**src/rtl/spc_out_queue.sv**
```systemverilog
`timescale 1ns / 1ps

module spc_out_queue (
	input  logic clk,
	input  logic arst_n,
	input  logic push,
	input  logic push_data,
	input  logic pop,
	output logic head_valid,
	output logic head_data,
	output logic full
);

	logic [1:0] cnt_q;
	logic q0_q, q1_q;
	logic to_second;

	assign head_valid = (cnt_q != 2'd0);
	assign head_data = q0_q;
	assign full = (cnt_q == 2'd2);
	assign to_second = (cnt_q == 2'd2) || ((cnt_q == 2'd1) && !pop);

	always_ff @(posedge clk or negedge arst_n) begin
		if (!arst_n) begin
			cnt_q <= 2'd0;
		end else begin
			cnt_q <= cnt_q + 2'(push) - 2'(pop);
		end
	end

	always_ff @(posedge clk) begin
		if (push && !to_second) begin
			q0_q <= push_data;
		end else if (pop) begin
			q0_q <= q1_q;
		end
		if (push && to_second) begin
			q1_q <= push_data;
		end
	end

endmodule

```
**config.mk**
```make
export PLATFORM = sky130hd
export DESIGN_NAME = spc_out_queue
export DESIGN_NICKNAME = d
export VERILOG_FILES = /design/src/rtl/spc_out_queue.sv
export SDC_FILE = /design/constraint.sdc
export NUM_CORES = 1
export LEC_CHECK = 0
export BUFFER_PORTS_ARGS = -buffer_cell sky130_fd_sc_hd__buf_2
export CORE_AREA = 3 3 40 42
export CTS_CLUSTER_DIAMETER = 50
export DETAILED_ROUTE_END_ITERATION = 16
export DIE_AREA = 0 0 43 45
export GPL_ROUTABILITY_DRIVEN = 1
export PLACE_DENSITY = 0.44
export SYNTH_ARGS = -nofsm -noshare
export SYNTH_HDL_FRONTEND = slang
export SYNTH_SLANG_ARGS = --single-unit
export TNS_END_PERCENT = 30
```
**constraint.sdc**
```tcl
create_clock -name clk -period 1.2 [get_ports clk]
set_input_delay 0.24 -clock clk [delete_from_list [all_inputs] [get_ports clk]]
set_output_delay 0.24 -clock clk [all_outputs]
set_load 0.05 [all_outputs]
```
# Yosys cells after proc, flatten, opt, wreduce, memory -nomap -nowiden
# Index checks and enable logic that the tools add are counted.
[op_classes]
add_sub_neg = 2
n_eq_ne = 2
n_mux = 2
n_reduce_logical = 8
[ops]
columns = ["op", "count"]
rows = [
  ["$reduce_bool 2->1", 2],
  ["$logic_and 1x1->1", 3],
  ["$add 2x1->2", 1],
  ["$eq 2x1->1 const B", 1],
  ["$eq 2x2->1 const B", 1],
  ["$logic_not 1->1", 2],
  ["$mux 1", 2],
  ["$sub 2x1->2", 1],
  ["$logic_or 1x1->1", 1],
]
[totals]
ff_bits = 4
inputBits = 5
out_inout_bits = 3
wordCells = 17

# Logic depth before layout (Yosys ltp)
[logic_depth]
word_depth = 6
depth_mapped = 5
mapped_depth_nobuf = 5

# Least setup slack after synthesis
# No wires, ideal clock.
[synth_timing]
kind = "reg2reg"
start = "register cnt_q[0]"
end = "register q1_q, enable pin"
t_arrival_ns = 1.394
required_time_ns = 0.899
setup_slack_ns = -0.495
path_stages_with_launch = 4
n_path_buf = 0
period_less_slack_ns = 1.695
cell_sequence = "dfrtp_1 nor2b_1 a21oi_1 nor2b_1"
[synth_lines]
columns = ["element", "line", "text"]
rows = [
  ["start: declaration", "14", "logic [1:0] cnt_q;"],
  ["start signal: assignment", "27", "cnt_q <= cnt_q + 2'(push) - 2'(pop);"],
  ["$eq 2x2->1", "-", ""],
  ["net full", "11", "output logic full"],
  ["$logic_or 1x1->1", "21", "assign to_second = (cnt_q == 2'd2) || ((cnt_q == 2'd1) && !pop);"],
  ["$logic_and 1x1->1", "37", "if (push && to_second) begin"],
  ["end signal: assignment", "38", "q1_q <= push_data;"],
  ["end: declaration", "15", "logic q0_q, q1_q;"],
]
# The timed path passes the listed nets, and every way through them passes these cells.
# A chain may end at the register's enable or synchronous reset.

# Final worst setup path
[layout_timing]
start = "register cnt_q[0]"
end = "output port full"
[layout_between]
elab_chain_cells = 1
[layout_lines]
columns = ["element", "line", "text"]
rows = [
  ["$eq 2x2->1", "20", "assign full = (cnt_q == 2'd2);"],
  ["end: declaration", "11", ""],
]
# Every way passes these cells.

==> run_results.csv <==
group,metric,value,unit
drt,route.detailed.drc,0,
global_routing,grt.overflow.total,0,
global_routing,grt_pass1_vias,250,
setup_path,crit_path_end_kind,"output pin",
global_routing,grt_pass1_wl,1.03,mm
drt,drt_first_iter_violations,1,
floorplanning,core,1280,um^2
power,leakage,0.000194,uW
drt,wl_per_cell,10.2,um
sta,relSlewSlack,83.7,%
power,p_sw,499,uW
synth,synth.avg_cell_area,10.1,um^2
power,clkPwrFrac,14.2,%
clock_tree,clock-sinks,4,
global_routing,antenna_found_initial,0,
drt,ant_nets,0,
run,maxCapViolations,0,
sta,rsz0062_at_grt,"yes",
clock_tree,cts_buffers,3,
setup_path,required,0.96,ns
setup_path,r2r_slack,-0.05,ns
power,power.density,2960,nW/um^2
run_status,status,"complete, but fails checks",
place,dpl.hpwl,414,um
synth,syn_nets,31,
sta,fin_crit,1.30,ns
clock_tree,clk-insertion-delay-late,0.24,ns
worst_hold_path,hold_path_class,"in2reg",
clock_tree,htreeDepth,1,
floorplanning,chipWidth,43,um
floorplanning,rows,13,
floorplanning,dieArea,1940,um^2
synth,netlist_instances,24,
clock_tree,cts_tree,"done",
synth,synth_top_area_share,24.7,%
layout,fin_nets,49,
layout,syn2layout_area_growth,67.0,%
layout,fillCellCount,146,
layout,diodes,0,
sta,hold_slack,0.200,ns
floorplanning,fp.dieH,45,um
layout,final_cells,55,
sta,slew_viol_final,0,
setup_path,cp_max_fo,4,
synth,synth.ff_latch_count,4,
layout,drive_gt1_share,47.5,%
power,ir_drop,0.894,mV
power,internal_power,701,uW
synth,synth_area_leader_cell,"edfxtp_1",
synth,synth_cell_types,15,
power,swShare,41.6,%
sta,fin_skew,0.00843,ns
place,dp.cells,48,
global_routing,grt_usage,7.85,%
sta,setup_ws,-0.0973,ns
setup_path,cp.arrival,1.06,ns
drt,vias,218,
clock_tree,cts_buffer_depth,2,
clock_tree,path_clk_slew,0.04,ns
sta,max_freq,771,MHz
setup_path,start_kind,"flop",
synth,synthTopCellsByArea,"edfxtp_1 25%, dfrtp_1 21%, ha_1 10%, xnor2_1 7.2%, nor2b_1 5.2%",
place,gp_congestion,0.677,
drt,drt-total-wl,561,um
drt,first_pass_iters,2,
power,combPwrFrac,64.5,%
power,pwr-share-seq,21.3,%
clock_tree,root_buffer,"clkbuf_4",
sta,tns,-0.314,ns
run_status,violations,"setup timing",
sta,period_share,108,%
layout,final_util,31.5,%
layout,stdcell_area,405,um^2
setup_path,worstSetupPathType,"reg2out",
place,placed_area,322,um^2
sta,worst_pin_slew,0.246,ns
drt,viasPerCell,3.96,
global_routing,grt_max_degree,6,
sta,setup_viol,5,
place,portBuffers,7,
floorplanning,start_util,18.9,%
sta,hold_viol,0,
synth,syn_area,243,um^2
floorplanning,num_io_pins,8,
synth,yosysSeqAreaShare,45.4,%
synth,synth_warnings,0,
## placed cells by master, fill, tap and decap left out
cell type / count
a21o_1: 1
or2_4: 1
o2bb2ai_2: 1
a21oi_1: 1
mux2i_1: 1
edfxtp_1: 2
dfrtp_1: 2
xnor2_1: 2
nor2b_1: 1
inv_1: 3
buf_2: 5
a211oi_1: 1
nor2b_4: 1
ha_1: 1
ha_2: 1
buf_6: 2
buf_4: 4
buf_8: 1
nand2b_1: 1
nor2_1: 2
dlygate4sd3_1: 1
nand2_1: 2
clkbuf_4: 3
## cell type report
type / instances / area, um^2 / area share, %
clock buffers: 3 / 22.5 / 5.56
flip-flops and latches: 4 / 110 / 27.2
inverters: 3 / 11.3 / 2.78
repair buffers: 13 / 103 / 25.3
multi-input cells: 17 / 140 / 34.6
well taps: 15 / 18.8 / 4.63
## cell usage after synthesis
cell	number
edfxtp_1	2
a21oi_1	1
o2bb2ai_1	1
ha_1	2
xnor2_1	2
a21o_1	1
inv_1	3
mux2i_1	1
nor2_1	2
nand2_1	2
dfrtp_1	2
or2_2	1
a211oi_1	1
nor2b_1	2
nand2b_1	1
## worst max-delay path, stage by stage (launching register included)
cell	delay, ns
dfrtp_1	0.39
buf_6	0.14
nor2b_4	0.12
buf_6	0.17
## kinds of logic after synthesis
group / share of synthesized area (%)
AND/OR/NAND/NOR: 16.5
AO/OA/AOI/OAI: 11.9
flip-flops: 45.4
buffers and inverters: 4.64
XOR/XNOR: 7.22
adder cells (fa/ha/maj): 10.3
multiplexers: 4.12
## power by group through the flow
stage          clock [uW]  combinational [uW]  sequential (uW)
6_report              170                 774              256
5_1_grt               195                 835              268
4_1_cts               178                 768              257
3_5_place_dp            0                 595              256
3_3_place_gp            0                 586              255
2_1_floorplan           0                 375              325
## routing by layer
layer	GRT usage (%)	part of all wire, %	vias up
li1	-	-	112
met1	6.81	38	100
met2	14.1	55	6
met3	5.18	7.1	0
met4	3.61	0	0
met5	0	0	-
## through the flow
step / power [uW] / worst slack (ns)
3_5_place_dp: 850 / 0.0431
5_1_grt: 1300 / -0.136
6_report: 1200 / -0.0973
4_1_cts: 1200 / -0.0989
2_1_floorplan: 701 / -0.0419
3_3_place_gp: 841 / 0.0465
## state kept, by name, indices dropped and copies added (netlist names)
signal	count
cnt_q	2
q1_q	1
head_data	1
## worst paths after layout
| check | depth (start not counted) | startpoint | to |
|---|---|---|---|
| worst max-delay path | 3 | cnt_q[0] | full |
| worst min-delay path | 1 | push_data | q1_q |
| worst max register to register | 5 | cnt_q[0] | q1_q |
| worst min register to register | 2 | q1_q | head_data |
| max in group asynchronous | 2 | arst_n | cnt_q[1] |
| min in group asynchronous | 2 | arst_n | cnt_q[0] |
## what timing repair did
action	CTS	global route
hold buffers	1	0
pin swaps	2	1
setup endpoints to repair	2	6
gates resized for setup	7	1
setup buffers	3	0
endpoints found under the hold margin	2	0
Power figures use the tool's default switching activity.
